`config.mk`:
```
export PLATFORM = sky130hd
export DESIGN_NAME = escape_sequence_decoder_flat
export DESIGN_NICKNAME = d
export VERILOG_FILES = /design/src/hdl/esd_pkg.sv /design/src/hdl/esd_in_if.sv /design/src/hdl/esd_out_if.sv /design/src/hdl/esd_step.sv /design/src/hdl/esd_result_fifo.sv /design/src/hdl/escape_sequence_decoder.sv /design/src/flat_wrapper.sv
export VERILOG_INCLUDE_DIRS = /design/src /design/src/hdl
export SDC_FILE = /design/constraint.sdc
export NUM_CORES = 1
export LEC_CHECK = 0
export ABC_AREA = 1
export BUFFER_PORTS_ARGS = -buffer_cell sky130_fd_sc_hd__buf_2
export CAP_MARGIN = 20
export CORE_ASPECT_RATIO = 2
export CORE_MARGIN = 1
export CORE_UTILIZATION = 45
export DETAILED_ROUTE_END_ITERATION = 12
export PLACE_DENSITY_LB_ADDON = 0.12
export SETUP_SLACK_MARGIN = 0.02
export SYNTH_ARGS = -nofsm -noshare
export SYNTH_HDL_FRONTEND = slang
export SYNTH_HIERARCHICAL = 1
export SYNTH_SLANG_ARGS = --single-unit
```
`constraint.sdc`:
```
create_clock -name i_clk -period 8.45 [get_ports i_clk]
set_input_delay 0.4225 -clock i_clk [delete_from_list [all_inputs] [get_ports i_clk]]
set_output_delay 0.4225 -clock i_clk [all_outputs]
set_load 0.05 [all_outputs]
```
`src/hdl/escape_sequence_decoder_defines.svh`:
```
// Assertion macros shared by the escape sequence decoder RTL.
// Included by every file that carries concurrent assertions; no other dependencies.
`ifndef ESCAPE_SEQUENCE_DECODER_DEFINES_SVH
`define ESCAPE_SEQUENCE_DECODER_DEFINES_SVH
`ifndef SYNTH
// Same-cycle implication, disabled while reset is held.
`define ESD_ASSERT(label, clk, rst_n, cond, prop) \
    label: assert property (@(posedge clk) disable iff (!rst_n) (cond) |-> (prop)) \
        else $error("escape_sequence_decoder assertion failed");
// Next-cycle implication, disabled while reset is held.
`define ESD_ASSERT_NEXT(label, clk, rst_n, cond, prop) \
    label: assert property (@(posedge clk) disable iff (!rst_n) (cond) |=> (prop)) \
        else $error("escape_sequence_decoder assertion failed");
`else
`define ESD_ASSERT(label, clk, rst_n, cond, prop)
`define ESD_ASSERT_NEXT(label, clk, rst_n, cond, prop)
`endif
`endif

```
`src/hdl/esd_pkg.sv`:
```
// Package for the escape sequence decoder: result types, character codes and
// small decode functions. No dependencies.
package esd_pkg;

    localparam int FifoDepth = 3;
    localparam int PtrW      = $clog2(FifoDepth);
    localparam int CntW      = $clog2(FifoDepth + 1);

    localparam logic [7:0] ChBackslash = 8'h5C;
    localparam logic [7:0] ChX         = 8'h78;
    localparam logic [7:0] ChZero      = 8'h30;
    localparam logic [7:0] ChSeven     = 8'h37;

    typedef struct packed {
        logic [7:0] out_byte;
        logic       has_byte;
        logic       dropped_escape;
        logic       end_of_string;
        logic       last_of_run;
    } t_result;

    // Results caused by one accepted input word, in delivery order.
    typedef struct packed {
        logic [1:0] count;
        t_result    first;
        t_result    second;
    } t_step;

    function automatic t_result make_result(input logic [7:0] b, input logic has,
                                            input logic drop);
        t_result r;
        r.out_byte       = b;
        r.has_byte       = has;
        r.dropped_escape = drop;
        r.end_of_string  = 1'b0;
        r.last_of_run    = 1'b0;
        return r;
    endfunction

    // Returns {hit, mapped byte} for the single-character escapes.
    function automatic logic [8:0] simple_escape(input logic [7:0] c);
        logic [8:0] r;
        case (c)
            8'h61:   r = {1'b1, 8'd7};
            8'h62:   r = {1'b1, 8'd8};
            8'h66:   r = {1'b1, 8'd12};
            8'h6E:   r = {1'b1, 8'd10};
            8'h72:   r = {1'b1, 8'd13};
            8'h74:   r = {1'b1, 8'd9};
            8'h76:   r = {1'b1, 8'd11};
            8'h5C, 8'h22, 8'h27: r = {1'b1, c};
            default: r = {1'b0, 8'd0};
        endcase
        return r;
    endfunction

    // Returns {hit, value} for a hexadecimal digit in either case.
    function automatic logic [4:0] hex_digit(input logic [7:0] c);
        logic [4:0] r;
        if (c >= 8'h30 && c <= 8'h39) begin
            r = {1'b1, 4'(c - 8'h30)};
        end else if (c >= 8'h61 && c <= 8'h66) begin
            r = {1'b1, 4'(c - 8'h57)};
        end else if (c >= 8'h41 && c <= 8'h46) begin
            r = {1'b1, 4'(c - 8'h37)};
        end else begin
            r = 5'd0;
        end
        return r;
    endfunction

    function automatic logic [PtrW-1:0] ptr_inc(input logic [PtrW-1:0] p);
        return (p == PtrW'(FifoDepth - 1)) ? '0 : PtrW'(p + 1'b1);
    endfunction

endpackage

```
`src/hdl/esd_in_if.sv`:
```
// Input channel of the escape sequence decoder: one source byte per word.
// Depends on nothing.
interface esd_in_if;
    logic       valid;
    logic       ready;
    logic [7:0] in_byte;
    logic       string_end;

    modport source (output valid, output in_byte, output string_end, input ready);
    modport sink (input valid, input in_byte, input string_end, output ready);
endinterface

```
`src/hdl/esd_out_if.sv`:
```
// Output channel of the escape sequence decoder: one decoded result per word.
// Depends on nothing.
interface esd_out_if;
    logic       valid;
    logic       ready;
    logic [7:0] out_byte;
    logic       has_byte;
    logic       dropped_escape;
    logic       end_of_string;
    logic       last_of_run;

    modport source (output valid, output out_byte, output has_byte, output dropped_escape,
                    output end_of_string, output last_of_run, input ready);
    modport sink (input valid, input out_byte, input has_byte, input dropped_escape,
                  input end_of_string, input last_of_run, output ready);
endinterface

```
`src/hdl/esd_step.sv`:
```
// Escape decode state and the per-byte decode logic producing up to two results.
// Depends on esd_pkg.
module esd_step (
    input  logic           i_clk,
    input  logic           i_rst_n,
    input  logic           i_accept,
    input  logic [7:0]     i_byte,
    input  logic           i_last,
    output esd_pkg::t_step o_step
);
    import esd_pkg::*;

    localparam logic [1:0] ModeText   = 2'd0;
    localparam logic [1:0] ModeEscape = 2'd1;
    localparam logic [1:0] ModeHex    = 2'd2;
    localparam logic [1:0] ModeOctal  = 2'd3;

    logic [1:0] r_mode, n_mode;
    logic [7:0] r_value, n_value;
    logic [1:0] r_digits, n_digits;

    logic [8:0] simple;
    logic [4:0] hex;
    logic       is_oct;
    logic [7:0] oct_value;
    logic       f_v, p_v, t_v;
    t_result    f, p, t, e0, e1, drop_res;
    logic [1:0] cnt;

    assign simple    = simple_escape(i_byte);
    assign hex       = hex_digit(i_byte);
    assign is_oct    = (i_byte >= ChZero) && (i_byte <= ChSeven);
    assign oct_value = {r_value[4:0], i_byte[2:0]};
    assign drop_res  = make_result(8'd0, 1'b0, 1'b1);

    always_comb begin
        n_mode   = r_mode;
        n_value  = r_value;
        n_digits = r_digits;
        f_v      = 1'b0;
        f        = drop_res;
        p_v      = 1'b0;
        p        = make_result(i_byte, 1'b1, 1'b0);
        unique case (r_mode)
            ModeText: begin
                if (i_byte == ChBackslash) begin
                    n_mode = ModeEscape;
                end else begin
                    p_v = 1'b1;
                end
            end
            ModeEscape: begin
                if (simple[8]) begin
                    f_v    = 1'b1;
                    f      = make_result(simple[7:0], 1'b1, 1'b0);
                    n_mode = ModeText;
                end else if (i_byte == ChX) begin
                    n_mode   = ModeHex;
                    n_value  = 8'd0;
                    n_digits = 2'd0;
                end else if (is_oct) begin
                    n_mode   = ModeOctal;
                    n_value  = {5'd0, i_byte[2:0]};
                    n_digits = 2'd1;
                end else begin
                    f_v    = 1'b1;
                    n_mode = ModeText;
                end
            end
            ModeHex: begin
                if (hex[4]) begin
                    if (r_digits != 2'd0) begin
                        f_v      = 1'b1;
                        f        = make_result({r_value[3:0], hex[3:0]}, 1'b1, 1'b0);
                        n_mode   = ModeText;
                        n_value  = 8'd0;
                        n_digits = 2'd0;
                    end else begin
                        n_value  = {4'd0, hex[3:0]};
                        n_digits = 2'd1;
                    end
                end else begin
                    // The pending number (or the bare \x) is flushed, then the
                    // byte is decoded as ordinary text.
                    f_v      = 1'b1;
                    f        = (r_digits == 2'd0) ? drop_res
                                                  : make_result(r_value, 1'b1, 1'b0);
                    n_value  = 8'd0;
                    n_digits = 2'd0;
                    if (i_byte == ChBackslash) begin
                        n_mode = ModeEscape;
                    end else begin
                        n_mode = ModeText;
                        p_v    = 1'b1;
                    end
                end
            end
            ModeOctal: begin
                if (is_oct && r_digits != 2'd3) begin
                    if (r_digits == 2'd2) begin
                        f_v      = 1'b1;
                        f        = make_result(oct_value, 1'b1, 1'b0);
                        n_mode   = ModeText;
                        n_value  = 8'd0;
                        n_digits = 2'd0;
                    end else begin
                        n_value  = oct_value;
                        n_digits = 2'(r_digits + 1'b1);
                    end
                end else begin
                    f_v      = 1'b1;
                    f        = make_result(r_value, 1'b1, 1'b0);
                    n_value  = 8'd0;
                    n_digits = 2'd0;
                    if (i_byte == ChBackslash) begin
                        n_mode = ModeEscape;
                    end else begin
                        n_mode = ModeText;
                        p_v    = 1'b1;
                    end
                end
            end
            default: n_mode = ModeText;
        endcase

        // At string end, whatever escape is still open is closed out.
        t_v = 1'b1;
        t   = drop_res;
        case (n_mode)
            ModeHex: begin
                if (n_digits != 2'd0) begin
                    t = make_result(n_value, 1'b1, 1'b0);
                end
            end
            ModeOctal: t = make_result(n_value, 1'b1, 1'b0);
            ModeEscape: t = drop_res;
            default: t_v = 1'b0;
        endcase

        if (i_last) begin
            n_mode   = ModeText;
            n_value  = 8'd0;
            n_digits = 2'd0;
        end
    end

    // Pack the candidates into delivery order; a discard right after another
    // discard is merged into it.
    always_comb begin
        cnt = 2'd0;
        e0  = make_result(8'd0, 1'b0, 1'b0);
        e1  = make_result(8'd0, 1'b0, 1'b0);
        if (f_v) begin
            e0  = f;
            cnt = 2'd1;
        end
        if (p_v) begin
            if (cnt == 2'd0) begin
                e0  = p;
                cnt = 2'd1;
            end else begin
                e1  = p;
                cnt = 2'd2;
            end
        end
        if (i_last && t_v) begin
            if (cnt == 2'd0) begin
                e0  = t;
                cnt = 2'd1;
            end else if (cnt == 2'd1) begin
                if (!(!t.has_byte && t.dropped_escape && !e0.has_byte && e0.dropped_escape))
                begin
                    e1  = t;
                    cnt = 2'd2;
                end
            end
        end
        if (i_last && cnt == 2'd0) begin
            cnt = 2'd1;
        end
        if (cnt == 2'd1) begin
            e0.end_of_string = i_last;
            e0.last_of_run   = 1'b1;
        end else if (cnt == 2'd2) begin
            e1.end_of_string = i_last;
            e1.last_of_run   = 1'b1;
        end
    end

    assign o_step.count  = i_accept ? cnt : 2'd0;
    assign o_step.first  = e0;
    assign o_step.second = e1;

    always_ff @(posedge i_clk) begin
        if (!i_rst_n) begin
            r_mode   <= ModeText;
            r_value  <= 8'd0;
            r_digits <= 2'd0;
        end else if (i_accept) begin
            r_mode   <= n_mode;
            r_value  <= n_value;
            r_digits <= n_digits;
        end
    end

endmodule

```
`src/hdl/esd_result_fifo.sv`:
```
// Three-entry result queue that takes up to two results per cycle and
// delivers one. Depends on esd_pkg and the assertion macro header.
`include "escape_sequence_decoder_defines.svh"
module esd_result_fifo (
    input  logic             i_clk,
    input  logic             i_rst_n,
    input  esd_pkg::t_step   i_step,
    input  logic             i_pop,
    output logic             o_room,
    output logic             o_valid,
    output esd_pkg::t_result o_result
);
    import esd_pkg::*;

    t_result          r_mem [FifoDepth];
    logic [PtrW-1:0]  r_wr, n_wr, r_rd, n_rd;
    logic [CntW-1:0]  r_count, n_count, push_n;

    assign push_n   = CntW'(i_step.count);
    assign o_room   = (r_count <= CntW'(FifoDepth - 2));
    assign o_valid  = (r_count != '0);
    assign o_result = r_mem[r_rd];

    always_comb begin
        n_wr = r_wr;
        if (push_n == CntW'(2)) begin
            n_wr = ptr_inc(ptr_inc(r_wr));
        end else if (push_n == CntW'(1)) begin
            n_wr = ptr_inc(r_wr);
        end
        n_rd    = i_pop ? ptr_inc(r_rd) : r_rd;
        n_count = CntW'(r_count + push_n - CntW'(i_pop));
    end

    always_ff @(posedge i_clk) begin
        if (push_n != '0) begin
            r_mem[r_wr] <= i_step.first;
        end
        if (push_n == CntW'(2)) begin
            r_mem[ptr_inc(r_wr)] <= i_step.second;
        end
    end

    always_ff @(posedge i_clk) begin
        if (!i_rst_n) begin
            r_wr    <= '0;
            r_rd    <= '0;
            r_count <= '0;
        end else begin
            r_wr    <= n_wr;
            r_rd    <= n_rd;
            r_count <= n_count;
        end
    end

    `ESD_ASSERT(a_no_overflow, i_clk, i_rst_n, 1'b1, r_count <= CntW'(FifoDepth))
    `ESD_ASSERT(a_push_has_room, i_clk, i_rst_n, push_n != '0, r_count <= CntW'(FifoDepth - 2))
    `ESD_ASSERT_NEXT(a_drain_one, i_clk, i_rst_n, i_pop && push_n == '0, r_count == CntW'($past(r_count) - 1'b1))

endmodule

```
`src/hdl/escape_sequence_decoder.sv`:
```
// Escape sequence decoder, top level: C string escapes to decoded bytes.
// Channels: i_in carries one source byte and its string_end flag per word;
// o_out carries one decoded result per word (out_byte, has_byte,
// dropped_escape, end_of_string, last_of_run). Both use valid/ready.
// Each input byte yields zero, one or two results; last_of_run marks the
// final result of a byte and end_of_string the final result of a string.
// A result caused by an accepted byte is registered in the result queue and
// offered on o_out from the next cycle on.
// Throughput: one byte per cycle while i_in.ready is high. Bytes are decoded
// combinationally into a three-entry result queue; i_in.ready is high while at
// most one result is queued, so a byte that yields two results holds i_in off
// even with o_out draining every cycle.
// When o_out stalls, the queue fills and i_in.ready drops; nothing is lost.
// Reset (i_rst_n low at a clock edge) returns the decoder to plain text mode
// and empties the queue.
// Depends on esd_pkg, esd_in_if, esd_out_if, esd_step and esd_result_fifo.
module escape_sequence_decoder (
    input  logic i_clk,
    input  logic i_rst_n,
    esd_in_if.sink    i_in,
    esd_out_if.source o_out
);
    import esd_pkg::*;

    logic    accept, room, pop;
    t_step   step;
    t_result head;

    assign accept = i_in.valid && room;
    assign pop    = o_out.valid && o_out.ready;
    assign i_in.ready = room;

    esd_step u_step (
        .i_clk    (i_clk),
        .i_rst_n  (i_rst_n),
        .i_accept (accept),
        .i_byte   (i_in.in_byte),
        .i_last   (i_in.string_end),
        .o_step   (step)
    );

    esd_result_fifo u_fifo (
        .i_clk    (i_clk),
        .i_rst_n  (i_rst_n),
        .i_step   (step),
        .i_pop    (pop),
        .o_room   (room),
        .o_valid  (o_out.valid),
        .o_result (head)
    );

    assign o_out.out_byte       = head.out_byte;
    assign o_out.has_byte       = head.has_byte;
    assign o_out.dropped_escape = head.dropped_escape;
    assign o_out.end_of_string  = head.end_of_string;
    assign o_out.last_of_run    = head.last_of_run;

endmodule

```
`src/flat_wrapper.sv`:
```
// flat-port wrapper written by rule: the top's interface ports become plain ports
module escape_sequence_decoder_flat import esd_pkg::*;
  (i_clk, i_rst_n, i_in_valid, i_in_in_byte, i_in_string_end, i_in_ready, o_out_valid, o_out_out_byte, o_out_has_byte, o_out_dropped_escape, o_out_end_of_string, o_out_last_of_run, o_out_ready);
  esd_in_if i_in_i ();
  esd_out_if o_out_i ();
  input  logic i_clk;
  input  logic i_rst_n;
  input wire logic [$bits(i_in_i.valid)-1:0] i_in_valid;
  input wire logic [$bits(i_in_i.in_byte)-1:0] i_in_in_byte;
  input wire logic [$bits(i_in_i.string_end)-1:0] i_in_string_end;
  output wire logic [$bits(i_in_i.ready)-1:0] i_in_ready;
  output wire logic [$bits(o_out_i.valid)-1:0] o_out_valid;
  output wire logic [$bits(o_out_i.out_byte)-1:0] o_out_out_byte;
  output wire logic [$bits(o_out_i.has_byte)-1:0] o_out_has_byte;
  output wire logic [$bits(o_out_i.dropped_escape)-1:0] o_out_dropped_escape;
  output wire logic [$bits(o_out_i.end_of_string)-1:0] o_out_end_of_string;
  output wire logic [$bits(o_out_i.last_of_run)-1:0] o_out_last_of_run;
  input wire logic [$bits(o_out_i.ready)-1:0] o_out_ready;
  assign i_in_i.valid = i_in_valid;
  assign i_in_i.in_byte = i_in_in_byte;
  assign i_in_i.string_end = i_in_string_end;
  assign i_in_ready = i_in_i.ready;
  assign o_out_valid = o_out_i.valid;
  assign o_out_out_byte = o_out_i.out_byte;
  assign o_out_has_byte = o_out_i.has_byte;
  assign o_out_dropped_escape = o_out_i.dropped_escape;
  assign o_out_end_of_string = o_out_i.end_of_string;
  assign o_out_last_of_run = o_out_i.last_of_run;
  assign o_out_i.ready = o_out_ready;
  escape_sequence_decoder u_core (.i_clk(i_clk), .i_rst_n(i_rst_n), .i_in(i_in_i), .o_out(o_out_i));
endmodule
```
==> metrics <==
Mapped Nets=607; period utilization=57.6%; cell count of the worst hold path=3; first-pass GRT wire length=20.5 mm; wire length per cell=18.7 um; worst reg2reg path startpoint=u_core/u_step/r_mode[0]$_SDFFE_PN0P_; Synth top cells by count=141 x nand2_1, 66 x inv_1, 59 x a21oi_1, 53 x nor2_1, 38 x o21ai_0; worst r2r path cells=15; share of the synthesized area in the top cell type=25.4%; switch share=42.2%; Pwr per Cell Area=201 nW/um2; Detailed Route WL=13.1 mm; Post-synth EDFFs=36; worst setup path class=input port to flop; die footprint=9880 um2; row count=49; Sink Count=56; Slew @ Worst Pin=0.686 ns; Rel. slew slack=54.1%; Pins Over Slew Limit=0; class of the worst hold path=input port to flop; CTS buffer count=5; Placeable Area=9070 um2; H-tree Lvls=2; antenna-violating nets left=0; chip height=140 um; Critical Path RT=8.37 ns; Final Total Pwr=919 uW; Clock power frac=23.1%; Internal=531 uW; overall routing resource usage=27.7%; CP Capture Point=u_core/u_fifo/r_mem[1][11]$_DFFE_PP_; Synth Register Bits=56; Final Util=50.3%; Yosys warning count=6; I/O pin count=27; CTS tree=done; P&R area growth vs syn=7.11%; crit start category=input port; TNS Setup=0 ns; skew final=0.0133 ns; Initial Util=46.9%; ordered cell list for the critical path=buf_2 > inv_1 > ha_1 > inv_1 > nand3_1 > nand4_1 > nand2_4 > inv_4 > nand2_2 > o22ai_1 > inv_1 > nand2_1 > ha_1 > inv_1 > nor2_1 > nand4_2 > nand2_1 > inv_1 > nor2_1 > ha_1 > nand2_2 > o21ai_2; GR met3 Demand/Resource=3.26%; Yosys top cell by area=edfxtp_1; First DRT Iteration DRCs=322; CTS Buffer Depth=2; Reg power frac=38.6%; setup slack, reg-to-reg=4.03 ns; static leakage=1.87 nW; hpwl dp=10.9 mm; Net Switching=388 uW; vias per cell=5.77; Critical Path Stages=22; DRC=0; met2 Track Usage GR=53.4%; Most used DFF post-synth=edfxtp_1; RSZ-0062 raised after global routing=false; GR Overflow Total=0; CTS root buf=clkbuf_16; CP Capture Type=flop; layout filler cell count=926; area of the mapped netlist=4260 um2; busiest grt layer=met2; CP Launch Point=i_in_in_byte[1]; crit path DAT=4.79 ns; Hold Buf Count CTS=0; Comb pwr share=38.3%; Post-Syn Instances=584; most frequent cell after synthesis=nand2_1; Syn Area/Cell=7.29 um2; most frequent CP cell=inv_1; clock-pin slew of the registers on the worst-case setup and hold paths=0.08 ns; met1 Usage GRT=24.6%; NumNets Final=624; Die Span X=70.8 um; GP Congestion=1.02; largest net degree at the start of global routing=27; r2r endpoint=u_core/u_fifo/r_mem[1][11]$_DFFE_PP_; Resize count post-CTS=0; final setup violation count=0; outcome=finished clean; layout cells sized above 1=18.1%; vias in the first global route=4052; critical path's slowest cell=o21ai_2; initial antenna violation count=0; register area share after synthesis=34.8%; worst-skew pair later-pin latency=0.30 ns; delay of the slowest critical-path stage=0.42 ns; postcts setup bufs=0; vias post-DR=4065; FFs w/ async S/R, synth=0%; TritonRoute pass-1 iters=7; minimum clock period=4.87 ns; buffer and inverter count on the worst path=7; ANT cells=0; Port Buffer Count=26; MaxCap Viol Count=0; number of distinct library cells after synthesis=43; CP delay by family, top=simple AND/OR/NAND/NOR gates; maximum vdd drop=0.0917 mV; synth top area cells=edfxtp_1 25%, nand2_1 12%, dfxtp_1 9.4%; Fmax=205 MHz; Crit Path Max Fanout=26; Final Hold Fails=0
==> worst register-to-register path, delay by kind of cell, from the launching register on <==
| kind | cells | cell delay, ns |
|---|---|---|
| AOI/OAI and AO/OA | 1 | 0.42 |
| adders and majority gates | 2 | 0.59 |
| buffers and inverters | 4 | 0.43 |
| DFF | 1 | 0.41 |
| and+or+nand+nor | 8 | 2.19 |
==> flip-flops by register name (all words and copies together), names as in the netlist, named ones only <==
register,count
u_core/u_step/r_value,8
u_core/u_fifo/r_wr,2
u_core/u_fifo/r_mem,36
u_core/u_step/r_mode,2
u_core/u_fifo/r_count,2
u_core/u_step/r_digits,2
u_core/u_fifo/r_rd,2
==> cells by family after synthesis <==
kind of cell,count (synthesis),synth area share (%)
xor gates and xnor gates,3,0.617
AOI/OAI and AO/OA,166,24.3
and+or+nand+nor,253,27.3
adders and majority gates,10,2.94
DFF,56,34.8
buffers and inverters,96,10.0
==> layout by cell type (no fill, tap or decap), drive strengths merged <==
cell type,count
edfxtp,36
nor3,4
ha,10
o31ai,2
o22ai,10
o21bai,1
nor4,1
o2111ai,2
clkbuf,5
a21oi,62
nand3b,1
xnor2,1
dfxtp,20
buf,28
clkinvlp,1
nand2,155
xor2,2
o211ai,7
o221ai,7
o21ai,71
a211oi,2
inv,79
nor2,59
nand4,5
clkinv,1
nand3,28
a31oi,2
==> per-layer routing <==
layer	up-vias	share of wire [%]
met5	-	0
met4	0	7.7
met3	72	3.0
met2	153	57
met1	1842	33
li1	1998	-
==> metrics by stage <==
step / hold WS, ns / setup WS, ns / std cells / cell area [um2]
3_5_place_dp: 0.514 / 3.15 / 694 / 4390
4_1_cts: 0.371 / 3.46 / 702 / 4550
6_report: 0.380 / 3.58 / 704 / 4560
5_1_grt: 0.414 / 3.16 / 704 / 4560
3_3_place_gp: 0.492 / 3.36 / 694 / 4390
2_1_floorplan: 0.464 / 4.06 / 584 / 4260
==> cell type report <==
cell class | count | area (um2) | area share, %
Inverter | 78 | 295 | 6.47
Tap cell | 102 | 128 | 2.80
Sequential cell | 56 | 1480 | 32.5
Timing Repair Buffer | 28 | 145 | 3.18
Clock inverter | 3 | 27.5 | 0.604
Multi-Input combinational cell | 432 | 2360 | 51.7
Clock buffer | 5 | 125 | 2.74
==> power groups by stage <==
stage | clock (mW) | sequential [mW] | combinational, mW
floorplan | 0 | 0.349 | 0.282
global placement | 0 | 0.361 | 0.347
detailed placement | 0 | 0.362 | 0.350
CTS | 0.218 | 0.356 | 0.351
global route | 0.227 | 0.359 | 0.384
finish | 0.212 | 0.355 | 0.352
==> worst min-delay path by stage <==
stage          slack, ns                                  end                          startpoint
2_1_floorplan       0.46                                 flop  u_core/u_fifo/r_rd[1]$_SDFFE_PN0P_
3_3_place_gp        0.49   u_core/u_fifo/r_rd[1]$_SDFFE_PN0P_  u_core/u_fifo/r_rd[1]$_SDFFE_PN0P_
3_5_place_dp        0.51                                 flop  u_core/u_fifo/r_rd[1]$_SDFFE_PN0P_
4_1_cts             0.37  u_core/u_fifo/r_count[0]$_SDFF_PN0_                             i_rst_n
5_1_grt             0.41  u_core/u_fifo/r_count[0]$_SDFF_PN0_                             i_rst_n
6_report            0.38  u_core/u_fifo/r_count[0]$_SDFF_PN0_                             i_rst_n
No activity file was read; power rests on OpenSTA's default activity.
